--- src/rtl/assert_macros.svh ---
// Assertion macros shared by the RTL. Synthesis builds see empty bodies.
`ifndef ASSERT_MACROS_SVH
`define ASSERT_MACROS_SVH
`ifndef SYNTHESIS
// Same-cycle implication, checked at every rising edge outside reset.
`define ASSERT_IMPL(label, clk, rst, ante, cons) \
  label: assert property (@(posedge clk) disable iff (rst) (ante) |-> (cons)) \
    else $error("assertion failed");
// Next-cycle implication, checked at every rising edge outside reset.
`define ASSERT_NEXT(label, clk, rst, ante, cons) \
  label: assert property (@(posedge clk) disable iff (rst) (ante) |=> (cons)) \
    else $error("assertion failed");
`else
`define ASSERT_IMPL(label, clk, rst, ante, cons)
`define ASSERT_NEXT(label, clk, rst, ante, cons)
`endif
`endif

--- src/rtl/ple_pkg.sv ---
package ple_pkg;

  localparam int CAPACITY_DEF   = 16;
  localparam int VALUE_BITS_DEF = 32;

  localparam int CMD_W    = 3;
  localparam int POS_W    = 7;
  localparam int STATUS_W = 2;
  localparam int COUNT_W  = 5;
  localparam int DATA_W   = 32;

  localparam logic [CMD_W-1:0] CMD_INS_FRONT = 3'd0;
  localparam logic [CMD_W-1:0] CMD_INS_BACK  = 3'd1;
  localparam logic [CMD_W-1:0] CMD_INS_AT    = 3'd2;
  localparam logic [CMD_W-1:0] CMD_DEL_FRONT = 3'd3;
  localparam logic [CMD_W-1:0] CMD_DEL_BACK  = 3'd4;
  localparam logic [CMD_W-1:0] CMD_DEL_AT    = 3'd5;
  localparam logic [CMD_W-1:0] CMD_DUMP      = 3'd6;

  localparam logic [STATUS_W-1:0] ST_OK     = 2'd0;
  localparam logic [STATUS_W-1:0] ST_BADPOS = 2'd1;
  localparam logic [STATUS_W-1:0] ST_FULL   = 2'd2;
  localparam logic [STATUS_W-1:0] ST_EMPTY  = 2'd3;

  // Commands from the controller to the datapath.
  typedef struct packed {
    logic exec;       // execute the accepted request and load its first result
    logic dump_next;  // load the next dump entry into the output register
  } ctrl_cmd_t;

  // Status from the datapath to the controller.
  typedef struct packed {
    logic dump_multi; // the offered request is a dump of more than one entry
    logic dump_final; // the next dump entry to load is the final one
  } dp_status_t;

endpackage

--- src/rtl/ple_ctrl.sv ---
`include "assert_macros.svh"

module ple_ctrl (
  input  logic                clk,
  input  logic                rst,
  input  logic                in_valid,
  output logic                in_stall,
  output logic                out_valid,
  input  logic                out_stall,
  input  ple_pkg::dp_status_t st,
  output ple_pkg::ctrl_cmd_t  ctl
);

  localparam logic S_IDLE = 1'b0;
  localparam logic S_DUMP = 1'b1;

  logic state;
  logic state_next;
  logic out_valid_next;
  logic can_load;
  logic accept;

  // The output register can take a new result when empty or being drained.
  assign can_load = !out_valid || !out_stall;
  assign in_stall = (state == S_DUMP) || !can_load;
  assign accept   = in_valid && !in_stall;

  always_comb begin
    ctl.exec       = accept;
    ctl.dump_next  = 1'b0;
    state_next     = state;
    out_valid_next = out_valid && out_stall;
    case (state)
      S_IDLE: begin
        if (accept) begin
          out_valid_next = 1'b1;
          if (st.dump_multi) begin
            state_next = S_DUMP;
          end
        end
      end
      S_DUMP: begin
        if (can_load) begin
          ctl.dump_next  = 1'b1;
          out_valid_next = 1'b1;
          if (st.dump_final) begin
            state_next = S_IDLE;
          end
        end
      end
      default: begin
        state_next = S_IDLE;
      end
    endcase
  end

  always_ff @(posedge clk) begin
    if (rst) begin
      state     <= S_IDLE;
      out_valid <= 1'b0;
    end else begin
      state     <= state_next;
      out_valid <= out_valid_next;
    end
  end

  `ASSERT_IMPL(a_dump_holds_result, clk, rst, state == S_DUMP, out_valid)
  `ASSERT_NEXT(a_accept_loads_result, clk, rst, accept, out_valid)
  `ASSERT_NEXT(a_final_entry_ends_dump, clk, rst, ctl.dump_next && st.dump_final,
               state == S_IDLE)

endmodule

--- src/rtl/ple_cells.sv ---
module ple_cells #(
  parameter int CAPACITY   = ple_pkg::CAPACITY_DEF,
  parameter int VALUE_BITS = ple_pkg::VALUE_BITS_DEF
) (
  input  logic                                clk,
  input  logic                                rst,
  input  logic [ple_pkg::CMD_W-1:0]           cmd,
  input  logic signed [ple_pkg::DATA_W-1:0]   value,
  input  logic [ple_pkg::POS_W-1:0]           position,
  input  ple_pkg::ctrl_cmd_t                  ctl,
  output ple_pkg::dp_status_t                 st,
  output logic [ple_pkg::STATUS_W-1:0]        status,
  output logic [ple_pkg::COUNT_W-1:0]         entry_count,
  output logic signed [ple_pkg::DATA_W-1:0]   entry_value,
  output logic                                entry_valid,
  output logic                                last
);

  localparam int CW  = $clog2(CAPACITY + 1);
  localparam int IW  = (CAPACITY > 1) ? $clog2(CAPACITY) : 1;
  localparam int PW0 = (CW > ple_pkg::POS_W) ? CW : ple_pkg::POS_W;
  localparam int PW  = PW0 + 1;

  logic [VALUE_BITS-1:0] cells [CAPACITY];
  logic [CW-1:0]         count;
  logic [CW-1:0]         idx;

  logic [PW-1:0]                 cnt_w;
  logic [PW-1:0]                 pos_w;
  logic [PW-1:0]                 p;
  logic [PW-1:0]                 cnt_after;
  logic                          do_ins;
  logic                          do_del;
  logic                          is_dump;
  logic                          full;
  logic                          empty;
  logic [ple_pkg::STATUS_W-1:0]  op_st;
  logic signed [63:0]            v64;
  logic [VALUE_BITS-1:0]         vin;
  logic [IW-1:0]                 rd_idx;
  logic signed [VALUE_BITS-1:0]  rword;
  logic signed [63:0]            r64;
  logic [ple_pkg::DATA_W-1:0]    rd;

  assign cnt_w = PW'(count);
  assign pos_w = PW'(position);
  assign full  = (cnt_w >= PW'(CAPACITY));
  assign empty = (count == '0);

  // The insert word is kept in VALUE_BITS bits, two's complement.
  assign v64 = 64'(value);
  assign vin = v64[VALUE_BITS-1:0];

  always_comb begin
    op_st   = ple_pkg::ST_OK;
    p       = '0;
    do_ins  = 1'b0;
    do_del  = 1'b0;
    is_dump = 1'b0;
    case (cmd)
      ple_pkg::CMD_INS_FRONT, ple_pkg::CMD_INS_BACK, ple_pkg::CMD_INS_AT: begin
        if (full) begin
          op_st = ple_pkg::ST_FULL;
        end else if (cmd == ple_pkg::CMD_INS_FRONT) begin
          do_ins = 1'b1;
        end else if (cmd == ple_pkg::CMD_INS_BACK) begin
          do_ins = 1'b1;
          p      = cnt_w;
        end else if (pos_w == '0 || pos_w > cnt_w + PW'(1)) begin
          op_st = ple_pkg::ST_BADPOS;
        end else begin
          do_ins = 1'b1;
          p      = pos_w - PW'(1);
        end
      end
      ple_pkg::CMD_DEL_FRONT, ple_pkg::CMD_DEL_BACK, ple_pkg::CMD_DEL_AT: begin
        if (empty) begin
          op_st = ple_pkg::ST_EMPTY;
        end else if (cmd == ple_pkg::CMD_DEL_FRONT) begin
          do_del = 1'b1;
        end else if (cmd == ple_pkg::CMD_DEL_BACK) begin
          do_del = 1'b1;
          p      = cnt_w - PW'(1);
        end else if (pos_w == '0 || pos_w > cnt_w) begin
          op_st = ple_pkg::ST_BADPOS;
        end else begin
          do_del = 1'b1;
          p      = pos_w - PW'(1);
        end
      end
      ple_pkg::CMD_DUMP: begin
        is_dump = 1'b1;
      end
      default: begin
        op_st = ple_pkg::ST_OK;
      end
    endcase
  end

  always_comb begin
    cnt_after = cnt_w;
    if (do_ins) begin
      cnt_after = cnt_w + PW'(1);
    end else if (do_del) begin
      cnt_after = cnt_w - PW'(1);
    end
  end

  // Cells from the position upward shift in parallel: up for an insert, down for a delete.
  for (genvar g = 0; g < CAPACITY; g++) begin : g_cell
    localparam int GL = (g > 0) ? g - 1 : 0;
    localparam int GH = (g < CAPACITY - 1) ? g + 1 : g;
    always_ff @(posedge clk) begin
      if (ctl.exec && do_ins) begin
        if (PW'(g) == p) begin
          cells[g] <= vin;
        end else if (PW'(g) > p) begin
          cells[g] <= cells[GL];
        end
      end else if (ctl.exec && do_del) begin
        if (PW'(g) >= p) begin
          cells[g] <= cells[GH];
        end
      end
    end
  end

  // Dump read port: entry zero on the request itself, then the walking index.
  assign rd_idx = ctl.exec ? '0 : idx[IW-1:0];
  assign rword  = cells[rd_idx];
  assign r64    = 64'(rword);
  assign rd     = r64[ple_pkg::DATA_W-1:0];

  assign st.dump_multi = is_dump && (cnt_w > PW'(1));
  assign st.dump_final = ((PW'(idx) + PW'(1)) == cnt_w);

  always_ff @(posedge clk) begin
    if (rst) begin
      count <= '0;
    end else if (ctl.exec) begin
      count <= cnt_after[CW-1:0];
    end
  end

  always_ff @(posedge clk) begin
    if (ctl.exec) begin
      status      <= op_st;
      entry_count <= cnt_after[ple_pkg::COUNT_W-1:0];
      entry_valid <= is_dump && !empty;
      entry_value <= (is_dump && !empty) ? rd : '0;
      last        <= !(is_dump && (cnt_w > PW'(1)));
      idx         <= CW'(1);
    end else if (ctl.dump_next) begin
      status      <= ple_pkg::ST_OK;
      entry_valid <= 1'b1;
      entry_value <= rd;
      last        <= st.dump_final;
      idx         <= idx + CW'(1);
    end
  end

endmodule

--- src/rtl/positional_list_engine_top.sv ---
// Positional list engine: an ordered list of up to CAPACITY signed words.
// The input channel (in_valid, in_stall, cmd, value, position) takes one
// request per command: insert at the front, back or a 1-based position,
// delete at the front, back or a 1-based position, or dump the list.
// The output channel (out_valid, out_stall, status, entry_count,
// entry_value, entry_valid, last) returns the results of each request.
// Inserts, deletes and ignored codes give one result; a dump gives one
// result per entry (one empty result for an empty list), last marking the
// final one. Every result carries the status and the count afterwards.
// A request's first result is valid in the cycle after its accept.
// Non-dump requests are taken one per cycle while results are taken, since
// the cells shift in parallel; a dump returns one entry a cycle while
// results are taken, and keeps in_stall high until its final entry loads.
// The output register frees up as it drains, so a new request can be taken
// in the cycle its predecessor's result leaves. When out_stall is high the
// result holds and in_stall rises once the output register is occupied.
// Synchronous reset empties the list and drops any pending result; cell
// contents are not cleared and are never read before they are written.
module positional_list_engine_top #(
  parameter int CAPACITY   = ple_pkg::CAPACITY_DEF,
  parameter int VALUE_BITS = ple_pkg::VALUE_BITS_DEF
) (
  input  logic                                clk,
  input  logic                                rst,
  input  logic                                in_valid,
  output logic                                in_stall,
  input  logic [ple_pkg::CMD_W-1:0]           cmd,
  input  logic signed [ple_pkg::DATA_W-1:0]   value,
  input  logic [ple_pkg::POS_W-1:0]           position,
  output logic                                out_valid,
  input  logic                                out_stall,
  output logic [ple_pkg::STATUS_W-1:0]        status,
  output logic [ple_pkg::COUNT_W-1:0]         entry_count,
  output logic signed [ple_pkg::DATA_W-1:0]   entry_value,
  output logic                                entry_valid,
  output logic                                last
);

  // Command and status groups between the controller and the datapath.
  ple_pkg::ctrl_cmd_t  ctl;
  ple_pkg::dp_status_t st;

  // The controller owns the handshakes and the dump sequencing.
  ple_ctrl u_ctrl (
    .clk       (clk),
    .rst       (rst),
    .in_valid  (in_valid),
    .in_stall  (in_stall),
    .out_valid (out_valid),
    .out_stall (out_stall),
    .st        (st),
    .ctl       (ctl)
  );

  // The datapath holds the cells, the count and the output register.
  ple_cells #(
    .CAPACITY   (CAPACITY),
    .VALUE_BITS (VALUE_BITS)
  ) u_cells (
    .clk         (clk),
    .rst         (rst),
    .cmd         (cmd),
    .value       (value),
    .position    (position),
    .ctl         (ctl),
    .st          (st),
    .status      (status),
    .entry_count (entry_count),
    .entry_value (entry_value),
    .entry_valid (entry_valid),
    .last        (last)
  );

endmodule

--- config.mk ---
export PLATFORM = sky130hd
export DESIGN_NAME = positional_list_engine_top
export DESIGN_NICKNAME = d
export VERILOG_FILES = /design/src/rtl/ple_pkg.sv /design/src/rtl/ple_ctrl.sv /design/src/rtl/ple_cells.sv /design/src/rtl/positional_list_engine_top.sv
export VERILOG_INCLUDE_DIRS = /design/src /design/src/rtl
export SDC_FILE = /design/constraint.sdc
export NUM_CORES = 2
export LEC_CHECK = 0
export ABC_AREA = 1
export BUFFER_PORTS_ARGS = -buffer_cell sky130_fd_sc_hd__buf_2
export CORE_ASPECT_RATIO = 0.5
export CORE_MARGIN = 2
export CORE_UTILIZATION = 32
export CTS_CLUSTER_DIAMETER = 40
export DETAILED_ROUTE_END_ITERATION = 16
export PLACE_DENSITY = 0.47
export SYNTH_ARGS = -nofsm -noshare
export SYNTH_HDL_FRONTEND = slang
export SYNTH_HIERARCHICAL = 1
export SYNTH_SLANG_ARGS = --single-unit
--- constraint.sdc ---
create_clock -name clk -period 7.1 [get_ports clk]
set_input_delay 1.065 -clock clk [delete_from_list [all_inputs] [get_ports clk]]
set_output_delay 1.065 -clock clk [all_outputs]
set_load 0.02 [all_outputs]
==> summary.txt <==
Worst setup path
  • CP Capture Type: flip-flop
  • WP data required: 7.41 ns
  • Slowest-stage cell, CP: nand2_2
  • Critical Path Most Common Cell: nand2_1
  • Worst Path Buf+Inv: 4
  • Crit path kind: reg2reg
  • CP Launch Type: flip-flop
  • Crit path largest cell delay: 0.82 ns
  • Crit path max fanout: 34
  • Crit path DAT: 5.94 ns
  • CP top delay family: simple AND/OR/NAND/NOR gates
  • Critical path cell sequence: inv_1 -> nor3_1 -> xor2_1 -> inv_1 -> ha_1 -> nand2_1 -> nor2_1 -> nand2_1 -> nand2_1 -> nand2_1 -> nand2_1 -> inv_1 -> nand3_1 -> nand2_1 -> nor2_8 -> nand2_1 -> nor2_4 -> inv_1 -> nand2_2

Clock tree
  • CTS buffer count: 90
  • CTS tree: yes
  • Clk pin slew, worst setup/hold paths: 0.06 ns
  • Max Root-Sink Buffers: 3
  • Root Driver: clkbuf_16
  • H-tree depth: 3
  • Hold buffer count at CTS: 0
  • Clock latency on the worst-skew pair: 0.68 ns
  • CTS resizes: 0
  • Post-CTS setup buffers: 0
  • Sinks on Clock Net: 565

STA
  • Worst-Margin Slew: 1.21 ns
  • Post-layout min period: 5.64 ns
  • Layout Skew: 0.0408 ns
  • Final Cycle Share: 79.4%
  • Setup ws final: 1.46 ns
  • Max_slew headroom: 19.2%
  • RSZ-0062 raised after global routing: no
  • Setup TNS: 0 ns
  • Fmax: 177 MHz
  • Fin. Hold Viols: 0
  • Pins Over Slew Limit: 0
  • Final setup violation count: 0

Yosys
  • FFs w/ async S/R, synth: 0%
  • Syn Nets: 4618
  • Synth cell count leaders: 1205 x nand2_1, 724 x nand3_1, 553 x edfxtp_1
  • Synth Instances: 4555
  • Cell variety after synth: 44
  • Sequential share of the synthesized area: 48.1%
  • Yosys top cell by area: edfxtp_1
  • Largest cells by area after synthesis: edfxtp_1 47%, nand2_1 13%, nand3_1 10%
  • YS warnings: 6
  • EDFF count, synth: 553
  • Post-Synthesis Cell Area: 35000 sq um
  • Synthesized flop and latch total: 565
  • Most frequent cell after synthesis: nand2_1
  • Post-synth top area share: 47.5%
  • Most used DFF post-synth: edfxtp_1
  • Mean Syn Cell Area: 7.68 sq um

Drt
  • Routed len/inst: 23.8 microns
  • WL final: 141000 microns
  • Post-route ant nets: 0
  • DRC Markers: 0
  • DRT iter0 DRCs: 4471
  • Via density: 5.53
  • Router iterations before antenna repair: 6
  • Vias: 32867

Power and ir drop
  • Peak supply drop: 0.178 mV
  • Clock power share: 45.8%
  • Pwr dens: 267 nW/um^2
  • Combinational fraction of design power: 15.7%
  • P_sw: 3200 uW
  • Total leakage power: 0.0167 uW
  • Sw Ratio: 30.3%
  • Pint: 7340 uW
  • Sequential Power Share: 38.5%

Placed design
  • Dpl hpwl: 96500 microns
  • Port buffer count: 88
  • Dpl ws: 1.46 ns
  • GP Congestion: 0.863

Final layout
  • Area Overhead vs Synth: 13.0%
  • Layout net count: 4496
  • Proportion of layout cells with a drive suffix above 1: 8.70%
  • Final core utilization: 36.6%

GRT
  • GRT Util Overall: 24.5%
  • Largest net degree at the start of global routing: 182
  • First-pass GRT wire length: 205000 microns
  • GR Overflow Total: 0
  • Vias in the first global route: 29232
  • Initial antenna violation count: 1

Floorplan
  • Core Box Area: 108000 sq um
  • IO Count: 89
  • Die H: 238 microns
  • Starting Density: 32.4%
  • Die footprint: 112000 sq um
  • Die X: 472 microns
  • # rows: 85

Run status
  • Outcome: complete, no violations

Flow run
  • MaxCap Viol Count: 0

Hold path
  • Worst hold path class: reg2reg
==> layer usage <==
metal	share of wire, %	routed length [microns]	up-vias	track usage (%)
li1	-	-	15237	-
met1	49	69100	15583	40.2
met2	35	49300	1881	29.2
met3	14	20400	166	8.57
met4	1.7	2350	0	5.05
met5	0	0	-	0
==> logic make-up after synthesis <==
logic type,after synthesis,share of synthesized area [%]
xor+xnor,15,0.375
fa+ha+maj,17,0.608
buf+inv,873,10.1
flops,565,48.1
simple gates,2082,25.4
compound gates,1003,15.4
==> worst register-to-register path, stage by stage, from the launching register on <==
cell and delay [ns]:
dfxtp_1 0.53, inv_1 0.23, nor3_1 0.35, xor2_1 0.18, inv_1 0.07, ha_1 0.27
nand2_1 0.05, nor2_1 0.13, nand2_1 0.07, nand2_1 0.05, nand2_1 0.13, nand2_1 0.15
inv_1 0.07, nand3_1 0.06, nand2_1 0.15, nor2_8 0.31, nand2_1 0.23, nor2_4 0.69
inv_1 0.73, nand2_2 0.83
==> layout by cell type (no fill, tap or decap), types with 3 or more instances in the layout <==
master,netlist,final
nand2_2,13,33
nor3_1,4,4
buf_2,91,88
clkinv_4,0,8
clkbuf_16,0,95
clkinv_1,2,5
xnor2_1,4,4
inv_4,0,3
inv_8,0,3
clkbuf_1,217,9
xor2_1,11,11
nor2_4,5,13
o21ai_0,479,479
o22ai_1,36,36
clkinvlp_4,0,6
nand3_2,2,5
o211ai_1,97,97
a21oi_1,182,182
inv_2,15,16
buf_4,19,63
ha_1,17,17
clkinv_2,0,11
dfxtp_1,12,12
inv_6,1,15
edfxtp_1,553,553
nand4_1,8,8
nand2_1,1205,1184
a31oi_1,34,34
o21ai_1,167,167
nor2_1,110,103
bufinv_16,0,14
nand3_1,724,720
inv_1,488,484
==> final timing paths <==
path | startpoint | end | slack, ns | cells past startpoint
worst min register to register | u_ctrl/state$_SDFF_PP0_ | u_ctrl/state$_SDFF_PP0_ | 0.48 | 2
worst max register to register | u_cells/count[0]$_SDFFE_PP0P_ | u_cells/cells[3][28]$_DFFE_PP_ | 1.46 | 19
worst min-delay path | u_ctrl/state$_SDFF_PP0_ | u_ctrl/state$_SDFF_PP0_ | 0.48 | 2
worst max-delay path | u_cells/count[0]$_SDFFE_PP0P_ | u_cells/cells[3][28]$_DFFE_PP_ | 1.46 | 19
==> cell type report <==
| type | instances | area, sq um |
|---|---|---|
| diodes | 1 | 2.50 |
| clock buffers | 104 | 2410 |
| clock inverters | 63 | 841 |
| fillers | 11140 | 68400 |
| inverters | 506 | 1910 |
| multi-input cells | 3117 | 14800 |
| flip-flops and latches | 565 | 16800 |
| well taps | 1435 | 1800 |
| repair buffers | 153 | 953 |
==> sequential cells by signal (all words and copies together) (netlist names) <==
register	count
u_cells/last	1
u_cells/entry_count	5
u_cells/entry_value	32
u_cells/status	2
u_ctrl/out_valid	1
u_cells/entry_valid	1
u_ctrl/state	1
u_cells/count	5
u_cells/cells	512
u_cells/idx	5
==> through the flow <==
stage | cells | total power, uW | cell area (sq um) | hold slack [ns]
after detailed placement | 5776 | 5730 | 36300 | 0.477
after floorplan | 4555 | 5090 | 35000 | 0.449
after global placement | 5776 | 5710 | 36300 | 0.463
after global routing | 5943 | 10900 | 39500 | 0.495
after CTS | 5943 | 10600 | 39500 | 0.484
final | 5944 | 10500 | 39500 | 0.484
==> power groups by stage <==
stage | logic (uW) | registers, uW | clock network (uW)
4_1_cts | 1610 | 4050 | 4900
3_5_place_dp | 1610 | 4120 | 0
3_3_place_gp | 1600 | 4110 | 0
2_1_floorplan | 979 | 4110 | 0
5_1_grt | 1800 | 4070 | 5040
6_report | 1650 | 4060 | 4830
Note: power is estimated with default switching activity, not from simulation.
